$ cat config.mk
export PLATFORM = sky130hd
export DESIGN_NAME = hrm_queue
export DESIGN_NICKNAME = d
export VERILOG_FILES = /design/src/hdl/hrm_pkg.sv /design/src/hdl/hrm_queue.sv
export SDC_FILE = /design/constraint.sdc
export NUM_CORES = 1
export LEC_CHECK = 0
export ABC_AREA = 1
export BUFFER_PORTS_ARGS = -buffer_cell sky130_fd_sc_hd__buf_2
export CORE_AREA = 5 5 110 102
export CTS_BUF_LIST = sky130_fd_sc_hd__clkbuf_4 sky130_fd_sc_hd__clkbuf_8
export DETAILED_ROUTE_END_ITERATION = 8
export DIE_AREA = 0 0 115 107
export PLACE_DENSITY = 0.81
export SYNTH_ARGS = -nofsm -noshare
export SYNTH_HDL_FRONTEND = slang
export SYNTH_SLANG_ARGS = --single-unit
$ cat constraint.sdc
create_clock -name clk -period 3.95 [get_ports clk]
set_input_delay 0.395 -clock clk [delete_from_list [all_inputs] [get_ports clk]]
set_output_delay 0.395 -clock clk [all_outputs]
set_load 0.01 [all_outputs]
$ cat src/hdl/hrm_pkg.sv
// ----------------------------------------------------------------------------
// hrm_pkg: shared types and constants for the Hamming top-two matcher
// Request kinds, the queue entry between front and back, field widths.
// ----------------------------------------------------------------------------
package hrm_pkg;

	localparam int CODE_BITS_DEF = 128;
	localparam int MAX_DESC_DEF  = 4096;

	localparam int CODE_IN_W  = 128;
	localparam int ID_W       = 12;
	localparam int DIST_W     = 8;
	localparam int GATHER_W   = 13;
	localparam int TOTAL_W    = 16;
	localparam int RATIO_W    = 9;
	localparam int EPOCH_BITS = 8;

	localparam logic [RATIO_W-1:0] RATIO_RESET = 9'd205;

	// front/back queue, power of two
	localparam int QUEUE_DEPTH = 4;
	localparam int QPTR_W      = $clog2(QUEUE_DEPTH);
	localparam int QCNT_W      = $clog2(QUEUE_DEPTH + 1);

	typedef enum logic [1:0] {
		ACT_BEGIN  = 2'd0,
		ACT_CAND   = 2'd1,
		ACT_END    = 2'd2,
		ACT_IGNORE = 2'd3
	} act_t;

	typedef struct packed {
		act_t              kind;
		logic [ID_W-1:0]   id;
		logic [ID_W-1:0]   qidx;
		logic [DIST_W-1:0] ham;
	} op_t;

endpackage

$ cat src/hdl/hrm_queue.sv
// ----------------------------------------------------------------------------
// hrm_queue: short request queue between front and back
// Register-based FIFO; the front never pushes into a full queue (credits).
// ----------------------------------------------------------------------------
module hrm_queue (
	input  logic                      clk,
	input  logic                      arst_n,
	input  logic                      push,
	input  hrm_pkg::op_t              push_op,
	input  logic                      pop,
	output hrm_pkg::op_t              head,
	output logic                      empty,
	output logic [hrm_pkg::QCNT_W-1:0] count
);

	import hrm_pkg::*;

	op_t               entry_q [QUEUE_DEPTH];
	logic [QPTR_W-1:0] wr_ptr_q;
	logic [QPTR_W-1:0] rd_ptr_q;
	logic [QCNT_W-1:0] cnt_q;

	assign head  = entry_q[rd_ptr_q];
	assign empty = (cnt_q == '0);
	assign count = cnt_q;

	always_ff @(posedge clk) begin
		if (push) begin
			entry_q[wr_ptr_q] <= push_op;
		end
	end

	always_ff @(posedge clk or negedge arst_n) begin
		if (!arst_n) begin
			wr_ptr_q <= '0;
			rd_ptr_q <= '0;
			cnt_q    <= '0;
		end else begin
			if (push) begin
				wr_ptr_q <= wr_ptr_q + 1'b1;
			end
			if (pop) begin
				rd_ptr_q <= rd_ptr_q + 1'b1;
			end
			if (push && !pop) begin
				cnt_q <= cnt_q + 1'b1;
			end else if (pop && !push) begin
				cnt_q <= cnt_q - 1'b1;
			end
		end
	end

endmodule

==> flow_summary_export.csv <==
group,metric,value,unit
status,status,"complete, no violations",
layout,stdcell_area,6658,um2
route,avgViaCountPerCell,5.151,
yosys,synth_seq_cells,143,
clocking,path_clk_slew,90,ps
sta,slew_violations,0,
die,die_area,12310,um2
worst_setup_path,crit_required,3560,ps
worst_setup_path,r2r_end,"entry_q[0][18]$_DFFE_PP_",
route,num_vias,3420,
clocking,numCtsBuffers,17,
die,fp.dieH,107,um
yosys,synth.distinct_cells,17,
clocking,cts_sinks,143,
clocking,clkLatencyLatePin,420,ps
die,io_pins,76,
route,firstDrtPassIters,5,
global_route,track_usage,18.60,%
route,wl,10.79,mm
min_path,hold_class,"input pin to flop",
layout,drive_gt1_share,21.50,%
layout,fin_nets,566,
sta,rsz0062_at_grt,"false",
worst_setup_path,path_cells,"buf_4, nand2_1, o211ai_1, nand2_1, buf_2",
die,core_area,9985,um2
layout,fillers,738,
placed_design,hpwl,6.711,mm
worst_setup_path,endpoint_kind,"primary output",
worst_setup_path,cp.depth,5,
yosys,seq_area_frac_synth,73.84,%
worst_setup_path,r2r-start,"wr_ptr_q[0]$_DFFE_PN0P_",
route,routedWlPerCell,16.25,um
yosys,yosys_warnings,0,
worst_setup_path,ff2ff_path_depth,5,
clocking,cts_resized,0,
global_route,antenna_found_initial,0,
global_route,grt.busiest_layer,"met2",
die,start_util,57.77,%
global_route,grt_max_degree,59,
yosys,netlist_area,5768,um2
yosys,syn-num-nets,487,
placed_design,io_buffer_count,75,
worst_setup_path,crit_slowest_cell,"dfrtp_4",
global_route,gr-usage-met3,4.966,%
die,dieWidth,115,um
worst_setup_path,worstSetupStartpoint,"rd_ptr_q[0]$_DFFE_PN0P_",
sta,finalCritPeriodShare,65.61,%
global_route,grt_pass1_vias,3435,
worst_setup_path,crit_type,"flop to primary output",
global_route,grt_use_met2,30.95,%
worst_setup_path,path_max_fanout,58,
layout,syn2layout_area_growth,15.42,%
sta,skew,9.462,ps
worst_setup_path,start_kind,"flop",
clocking,clk_path_buf_depth,2,
die,row_count,35,
clocking,cts_tree,"done",
worst_setup_path,cpPeakStageDelay,780,ps
worst_setup_path,cp_top_family,"flip-flops",
sta,tightest_slew,990.0,ps
layout,final_core_util,66.68,%
route,drtAntennaViolNets,0,
sta,timing.hold.ws,183.5,ps
sta,fin_setup_tns,0,ps
worst_setup_path,arrival,2200,ps
power_and_ir_drop,p_leak,0.002732,uW
flow_run,drv_cap,0,
route,drt_iter0_drc,132,
yosys,synth.avg_cell_area,13.02,um2
worst_setup_path,cp_common_cell,"nand2_1",
clocking,cts_max_level,4,
worst_setup_path,reg2reg_slack,1620,ps
sta,finalSetupViolCount,0,
layout,n_antenna_cell,0,
global_route,grt_use_met1,23.59,%
global_route,grt_pass1_wl,17.16,mm
global_route,grt_overflow,0,
sta,max_freq,385.9,MHz
power_and_ir_drop,peakVddDrop,396.7,uV
worst_setup_path,worstPathBufferInverterCount,2,
worst_setup_path,crit_end,"head[33]",
power_and_ir_drop,p_per_area,736.9,nW/um2
clocking,clockRootBuffer,"clkbuf_8",
placed_design,gp_congestion,0.7107,
placed_design,postPlaceCellArea,6233,um2
route,drc,0,
sta,final_hold_viol_count,0,
sta,min_period,2591,ps
sta,slew_headroom,33.59,%
power_and_ir_drop,p_total,4906,uW
yosys,syn_inst,443,
## cell usage in the layout (no fill, tap or decap), drive strengths merged
cell type / netlist / final
bufinv: 0 / 3
inv: 80 / 81
ha: 5 / 5
edfxtp: 136 / 136
clkbuf: 2 / 17
o211ai: 68 / 68
xor2: 3 / 3
clkinv: 0 / 9
fa: 1 / 1
dlygate4sd3: 0 / 1
buf: 21 / 82
nor3: 1 / 1
o21ai: 1 / 1
nand2: 115 / 115
nand4: 1 / 1
dfrtp: 7 / 7
clkinvlp: 0 / 2
xnor2: 1 / 1
nand3: 1 / 1
## cells in the mapped netlist (all sizes together)
library cell    n  share of area, %
buf            21               2.1
clkbuf          2              0.13
dfrtp           7               3.0
edfxtp        136                71
fa              1              0.35
ha              5               1.1
inv            80               5.2
nand2         115               7.5
nand3           1             0.087
nand4           1              0.11
nor3            1             0.087
o211ai         68               8.9
o21ai           1             0.087
xnor2           1              0.15
xor2            3              0.46
## sequential cells by signal, indices dropped and copies added (netlist names)
register,count
entry_q,136
wr_ptr_q,2
count,3
rd_ptr_q,2
## per-layer routing
| metal | vias to the layer above | wire length (um) |
|---|---|---|
| met2 | 89 | 5522 |
| met4 | 0 | 91 |
| li1 | 1682 | - |
| met1 | 1641 | 4541 |
| met3 | 8 | 633 |
| met5 | - | 0 |
## through the flow
stage	setup WS (ps)	instances
global placement	1613	631
CTS	1342	664
global route	1190	664
finish	1359	664
detailed placement	1588	631
floorplan	2206	443
## what timing repair did
| item | in CTS | in global routing |
|---|---|---|
| hold buffers | 1 | 0 |
| endpoints found under the setup margin | 0 | 0 |
| setup buffers | 0 | 0 |
| endpoints found under the hold margin | 7 | 0 |
## cells by family (layout without fill, tap and decap cells)
kind of cell,Yosys count,after routing,synth area share [%]
XOR/XNOR,4,4,0.6075
AO/OA/AOI/OAI,69,69,8.937
AND/OR/NAND/NOR,118,118,7.766
buffers and inverters,103,195,7.418
adder cells (fa/ha/maj),6,6,1.432
flip-flops,143,143,73.84
## report_power, final
part | internal, uW | switching (uW)
clock network | 632 | 554
logic | 551 | 1000
registers | 2000 | 169
total | 3180 | 1730
## how the worst min path moves through the flow
stage | end | cells after the start | from | slack, ps
finish | entry_q[1][17]$_DFFE_PP_ | 1 | push_op[17] | 180
global route | entry_q[1][5]$_DFFE_PP_ | 1 | push_op[5] | 150
CTS | rd_ptr_q[0]$_DFFE_PN0P_ | 2 | pop | 150
detailed placement | count[2]$_DFFE_PN0P_ | 1 | arst_n | 230
global placement | count[2]$_DFFE_PN0P_ | 1 | arst_n | 240
floorplan | count[0]$_DFFE_PN0P_ | 0 | arst_n | 100
## area by class of cell
class	count	area, um2	area share [%]
Sequential cell	143	4263	64.03
Multi-Input combinational cell	197	1081	16.24
Timing Repair Buffer	83	437.9	6.578
Inverter	80	300.3	4.510
Clock buffer	17	234.0	3.514
Clock inverter	15	180.2	2.706
Tap cell	129	161.4	2.424
Note: power is estimated with default switching activity, not from simulation.
