File: src/hdl/hrm_pkg.sv
// ----------------------------------------------------------------------------
// hrm_pkg: shared types and constants for the Hamming top-two matcher
// Request kinds, the queue entry between front and back, field widths.
// ----------------------------------------------------------------------------
package hrm_pkg;

	localparam int CODE_BITS_DEF = 128;
	localparam int MAX_DESC_DEF  = 4096;

	localparam int CODE_IN_W  = 128;
	localparam int ID_W       = 12;
	localparam int DIST_W     = 8;
	localparam int GATHER_W   = 13;
	localparam int TOTAL_W    = 16;
	localparam int RATIO_W    = 9;
	localparam int EPOCH_BITS = 8;

	localparam logic [RATIO_W-1:0] RATIO_RESET = 9'd205;

	// front/back queue, power of two
	localparam int QUEUE_DEPTH = 4;
	localparam int QPTR_W      = $clog2(QUEUE_DEPTH);
	localparam int QCNT_W      = $clog2(QUEUE_DEPTH + 1);

	typedef enum logic [1:0] {
		ACT_BEGIN  = 2'd0,
		ACT_CAND   = 2'd1,
		ACT_END    = 2'd2,
		ACT_IGNORE = 2'd3
	} act_t;

	typedef struct packed {
		act_t              kind;
		logic [ID_W-1:0]   id;
		logic [ID_W-1:0]   qidx;
		logic [DIST_W-1:0] ham;
	} op_t;

endpackage

File: src/hdl/hrm_front.sv
// ----------------------------------------------------------------------------
// hrm_front: request intake and distance computation
// Holds the query code, takes the XOR on intake, popcounts in two stages
// and pushes classified requests into the queue. Never stalls internally:
// intake is granted only when the queue has room for every request in flight.
// ----------------------------------------------------------------------------
module hrm_front #(
	parameter int CODE_BITS = hrm_pkg::CODE_BITS_DEF
) (
	input  logic                          clk,
	input  logic                          arst_n,
	input  logic                          in_valid,
	output logic                          in_ready,
	input  logic [1:0]                    in_action,
	input  logic [hrm_pkg::ID_W-1:0]      in_query,
	input  logic [hrm_pkg::CODE_IN_W-1:0] in_code,
	input  logic [hrm_pkg::ID_W-1:0]      in_id,
	input  logic [hrm_pkg::QCNT_W-1:0]    q_count,
	output logic                          push,
	output hrm_pkg::op_t                  push_op
);

	import hrm_pkg::*;

	localparam int NCHUNK  = (CODE_BITS + 15) / 16;
	localparam int PAD_W   = NCHUNK * 16;
	localparam int CHUNK_W = 5;
	localparam int OCC_W   = QCNT_W + 1;

	function automatic logic [3:0] pop8(input logic [7:0] v);
		logic [3:0] c;
		c = '0;
		for (int i = 0; i < 8; i++) begin
			c = c + 4'(v[i]);
		end
		return c;
	endfunction

	logic                 accept;
	act_t                 in_kind;
	logic [OCC_W-1:0]     occ;
	logic [CODE_BITS-1:0] query_code_q;

	logic                 vld_s1;
	act_t                 kind_s1;
	logic [ID_W-1:0]      id_s1;
	logic [ID_W-1:0]      qidx_s1;
	logic [CODE_BITS-1:0] diff_s1;

	logic                 vld_s2;
	act_t                 kind_s2;
	logic [ID_W-1:0]      id_s2;
	logic [ID_W-1:0]      qidx_s2;
	logic [CHUNK_W-1:0]   chunk_s2 [NCHUNK];

	logic [PAD_W-1:0]     diff_pad;
	logic [CHUNK_W-1:0]   chunk_d [NCHUNK];
	logic [DIST_W-1:0]    ham_sum;

	assign in_kind  = act_t'(in_action);
	assign occ      = OCC_W'(q_count) + OCC_W'(vld_s1) + OCC_W'(vld_s2);
	assign in_ready = (occ < OCC_W'(QUEUE_DEPTH));
	assign accept   = in_valid && in_ready;

	assign diff_pad = PAD_W'(diff_s1);

	always_comb begin
		for (int c = 0; c < NCHUNK; c++) begin
			chunk_d[c] = CHUNK_W'(pop8(diff_pad[c*16 +: 8])) +
			             CHUNK_W'(pop8(diff_pad[c*16+8 +: 8]));
		end
	end

	always_comb begin
		ham_sum = '0;
		for (int c = 0; c < NCHUNK; c++) begin
			ham_sum = ham_sum + DIST_W'(chunk_s2[c]);
		end
	end

	assign push    = vld_s2;
	assign push_op = '{kind: kind_s2, id: id_s2, qidx: qidx_s2, ham: ham_sum};

	always_ff @(posedge clk) begin
		kind_s1 <= in_kind;
		id_s1   <= in_id;
		qidx_s1 <= in_query;
		diff_s1 <= in_code[CODE_BITS-1:0] ^ query_code_q;
		kind_s2 <= kind_s1;
		id_s2   <= id_s1;
		qidx_s2 <= qidx_s1;
		for (int c = 0; c < NCHUNK; c++) begin
			chunk_s2[c] <= chunk_d[c];
		end
	end

	always_ff @(posedge clk or negedge arst_n) begin
		if (!arst_n) begin
			query_code_q <= '0;
			vld_s1       <= 1'b0;
			vld_s2       <= 1'b0;
		end else begin
			// unused action code is taken and dropped here
			vld_s1 <= accept && (in_kind != ACT_IGNORE);
			vld_s2 <= vld_s1;
			if (accept && in_kind == ACT_BEGIN) begin
				query_code_q <= in_code[CODE_BITS-1:0];
			end
		end
	end

endmodule

File: config.mk
export PLATFORM = sky130hd
export DESIGN_NAME = hrm_front
export DESIGN_NICKNAME = d
export VERILOG_FILES = /design/src/hdl/hrm_pkg.sv /design/src/hdl/hrm_front.sv
export SDC_FILE = /design/constraint.sdc
export NUM_CORES = 1
export LEC_CHECK = 0
export BUFFER_PORTS_ARGS = -buffer_cell sky130_fd_sc_hd__buf_2
export CAP_MARGIN = 20
export CORE_ASPECT_RATIO = 1.1
export CORE_MARGIN = 3
export CORE_UTILIZATION = 50
export CTS_CLUSTER_DIAMETER = 120
export DETAILED_ROUTE_END_ITERATION = 16
export GPL_ROUTABILITY_DRIVEN = 0
export PLACE_DENSITY = 0.73
export SETUP_SLACK_MARGIN = 0.4
export SLEW_MARGIN = 5
export SYNTH_ARGS = -nofsm -noshare
export SYNTH_HDL_FRONTEND = slang
export SYNTH_SLANG_ARGS = --single-unit
File: constraint.sdc
create_clock -name clk -period 11.5 [get_ports clk]
set_input_delay 1.725 -clock clk [delete_from_list [all_inputs] [get_ports clk]]
set_output_delay 1.725 -clock clk [all_outputs]
set_load 0.05 [all_outputs]
==> insert_results.sql <==
INSERT INTO impl_metrics (metric_group, metric, value, unit) VALUES
('sta', 'final_period_minus_worst_setup_slack', '6.30', 'ns'),
('clock_network', 'tritoncts.num_buffers', '38', ''),
('cells_and_area', 'most_common_cell_after_layout_fill_and_taps_aside', 'sky130_fd_sc_hd__dfxtp_1', ''),
('cells_and_area', 'stdcell_count', '1668', ''),
('global_routing', 'first_pass_grt_wire_length', '39100', 'um'),
('yosys', 'synth_top_flop_cell', 'sky130_fd_sc_hd__dfxtp_1', ''),
('cells_and_area', 'n_fill_cell', '2242', ''),
('routing', 'post_drt_wl_per_cell', '14.0', 'um'),
('cells_and_area', 'area_growth', '18.1', '%'),
('sta', 'max_slew.worst_pin.slew', '0.939', 'ns'),
('die', 'fp.coreArea', '0.0281', 'mm^2'),
('routing', 'count_of_routing_violations_after_the_opening_detailed_route_iteration', '148', ''),
('global_routing', 'grt_usage', '15.6', '%'),
('clock_network', 'tritoncts', 'done', ''),
('yosys', 'async_flop_share', '37.1', '%'),
('die', 'die_h', '184', 'um'),
('clock_network', 'clk-insertion-delay-late', '0.51', 'ns'),
('clock_network', 'postCtsResizedCells', '0', ''),
('cells_and_area', 'mostFrequentLayoutCells', 'sky130_fd_sc_hd__dfxtp_1 (220), sky130_fd_sc_hd__inv_1 (207), sky130_fd_sc_hd__buf_2 (194), sky130_fd_sc_hd__xor2_1 (131), sky130_fd_sc_hd__dfrtp_1 (130)', ''),
('place', 'port_buffers', '195', ''),
('clock_network', 'cts.root.buffer_cell', 'sky130_fd_sc_hd__clkbuf_16', ''),
('clock_network', 'postCtsSetupBuffers', '0', ''),
('place', 'numPlacedInstances', '1597', ''),
('run', 'maxCapViolations', '0', ''),
('yosys', 'mappedNetlistArea', '0.0144', 'mm^2'),
('routing', 'via_per_inst', '4.50', ''),
('cells_and_area', 'multi_input_area', '0.00584', 'mm^2'),
('cells_and_area', 'final_layout_net_count', '1592', ''),
('yosys', 'number_of_flip_flops_and_latches_in_the_synthesized_netlist', '350', ''),
('clock_network', 'ctsHtreeMaxLevel', '2', ''),
('global_routing', 'overflow_after_grt', '0', ''),
('die', 'initial_cell_density_of_the_core', '51.4', '%'),
('routing', 'totalWireLength', '23300', 'um'),
('sta', 'clock-skew-final', '0.0125', 'ns'),
('sta', 'setup_viol_count_final', '0', ''),
('yosys', 'synthesis.instances', '1050', ''),
('sta', 'timing.max_slew.rel_slack', '37.4', '%'),
('sta', 'timing_hold_violations_final', '0', ''),
('critical_path', 'worst_ep_arrival_time', '4.57', 'ns'),
('critical_path', 'crit_path_end_kind', 'output port', ''),
('yosys', 'post_synth_edffs', '0', ''),
('yosys', 'netlist-cell-type-count', '22', ''),
('clock_network', 'cts_hold_buffers', '0', ''),
('sta', 'setup_tns', '0', 'ns'),
('die', 'ioPinCount', '196', ''),
('global_routing', 'via_count_of_the_first_global_routing_pass', '8379', ''),
('hold_path', 'worst_hold_path_type', 'reg -> reg', ''),
('critical_path', 'critPathLaunchType', 'flop', ''),
('clock_network', 'clkTransAtPathRegs', '0.06', 'ns'),
('routing', 'routed-via-count', '7506', ''),
('yosys', 'avgSynthCellArea', '13.7', 'um^2'),
('yosys', 'synth_seq_area_share', '53.1', '%'),
('cells_and_area', 'ff_latch_area', '0.00766', 'mm^2'),
('routing', 'post-route-drc-count', '0', ''),
('sta', 'layout_worst_path_cycle_share', '54.8', '%'),
('global_routing', 'antenna_found_initial', '2', ''),
('yosys', 'syn_nets', '1368', ''),
('global_routing', 'grt_max_degree', '72', ''),
('routing', 'detail-route-antenna-nets', '0', ''),
('sta', 'slew_violations', '0', ''),
('sta', 'max_clock_freq', '159', 'MHz'),
('clock_network', 'cts.sink_count', '350', ''),
('critical_path', 'timing_worst_setup_path_type', 'reg -> out', ''),
('clock_network', 'cts_buffer_depth', '3', ''),
('die', 'number_of_placement_rows', '64', ''),
('yosys', 'ys.warnings.count', '0', ''),
('sta', 'rsz0062_at_grt', 'no', ''),
('critical_path', 'worstPathRequired', '9.78', 'ns'),
('die', 'die-width', '168', 'um'),
('status', 'result_of_the_run', 'finished, final reports clean', ''),
('routing', 'drt_pass1_iterations', '6', ''),
('cells_and_area', 'fraction_of_layout_cells_with_a_size_suffix_above_1', '29.8', '%'),
('critical_path', 'cp_max_fo', '3', ''),
('place', 'detailedPlacementHpwl', '17200', 'um'),
('die', 'die_area', '0.0309', 'mm^2');
cell usage after synthesis, types with 2 or more instances:
cell / count / area share [%]
sky130_fd_sc_hd__a21oi_1: 13 / 0.45
sky130_fd_sc_hd__mux2_2: 128 / 10
sky130_fd_sc_hd__dfrtp_1: 130 / 23
sky130_fd_sc_hd__buf_6: 11 / 0.86
sky130_fd_sc_hd__dfxtp_1: 220 / 31
sky130_fd_sc_hd__inv_1: 207 / 5.4
sky130_fd_sc_hd__xor2_1: 131 / 7.9
sky130_fd_sc_hd__o21a_1: 6 / 0.31
sky130_fd_sc_hd__xnor2_1: 16 / 0.97
sky130_fd_sc_hd__buf_8: 2 / 0.21
sky130_fd_sc_hd__ha_1: 49 / 4.2
sky130_fd_sc_hd__a21o_1: 12 / 0.62
sky130_fd_sc_hd__fa_1: 109 / 15
sky130_fd_sc_hd__nor2b_1: 8 / 0.35
registers in the layout, summed over array words and instances (netlist names):
name / count
vld_s1: 1
query_code_q: 128
id_s2: 12
qidx_s2: 12
push: 1
chunk_s2: 40
diff_pad: 128
id_s1: 12
kind_s1: 2
qidx_s1: 12
kind_s2: 2
kinds of logic after synthesis:
group                      synth area share [%]
AOI/OAI and AO/OA                          1.72
and+or+nand+nor                           0.459
adders and majority gates                  19.4
DFF                                        53.1
muxes                                      9.99
buffers and inverters                      6.50
xor gates and xnor gates                   8.92
worst paths after layout:
check	from	end	slack, ns	cells after the start
worst max-delay path	chunk_s2[1][2]	push_op[6]	5.20	14
worst min-delay path	qidx_s1[5]	qidx_s2[5]	0.32	0
worst max register to register	diff_pad[48]	chunk_s2[0][19]	8.11	11
worst min register to register	qidx_s1[5]	qidx_s2[5]	0.32	0
max in group asynchronous	arst_n	query_code_q[11]	8.94	2
min in group asynchronous	arst_n	query_code_q[32]	1.20	1
cell type report:
cell class | instances | share of cell area (%)
Multi-Input combinational cell | 479 | 34.2
Timing Repair Buffer | 198 | 5.89
Sequential cell | 350 | 44.9
Antenna cell | 1 | 0.0147
Clock buffer | 58 | 6.92
Inverter | 207 | 4.56
Tap cell | 363 | 2.66
Clock inverter | 12 | 0.814
critical path, cell delays in order (launching register included):
cell and delay [ns]:
sky130_fd_sc_hd__dfxtp_1 0.31, sky130_fd_sc_hd__inv_1 0.05, sky130_fd_sc_hd__fa_1 0.52, sky130_fd_sc_hd__inv_1 0.05, sky130_fd_sc_hd__fa_1 0.50, sky130_fd_sc_hd__fa_1 0.55
sky130_fd_sc_hd__inv_1 0.05, sky130_fd_sc_hd__fa_1 0.52, sky130_fd_sc_hd__inv_1 0.04, sky130_fd_sc_hd__ha_1 0.22, sky130_fd_sc_hd__fa_1 0.41, sky130_fd_sc_hd__a21o_1 0.20
sky130_fd_sc_hd__a21oi_1 0.18, sky130_fd_sc_hd__xnor2_1 0.16, sky130_fd_sc_hd__buf_2 0.30
layer usage:
layer | up-vias | wire length [um] | GRT usage [%] | part of all wire (%)
li1 | 3637 | - | - | -
met1 | 3672 | 9240 | 18.2 | 40
met2 | 155 | 12200 | 28.3 | 52
met3 | 38 | 1410 | 4.31 | 6.1
met4 | 4 | 496 | 4.48 | 2.1
met5 | - | 34 | 0 | 0.15
stage by stage:
| step | setup slack, ns | instance area [um^2] | hold WS, ns | utilization (%) |
|---|---|---|---|---|
| floorplan | 5.80 | 14400 | 0.310 | - |
| global placement | 5.76 | 15700 | 0.310 | 56.0 |
| detailed placement | 5.69 | 15700 | 0.312 | 56.0 |
| CTS | 5.14 | 17100 | 0.323 | 60.7 |
| global route | 4.95 | 17100 | 0.328 | 60.7 |
| finish | 5.20 | 17100 | 0.321 | 60.7 |
Power is left out: the tool's default activity adds up to more than one toggle a clock period on the data nets, which glitch-free logic cannot reach.
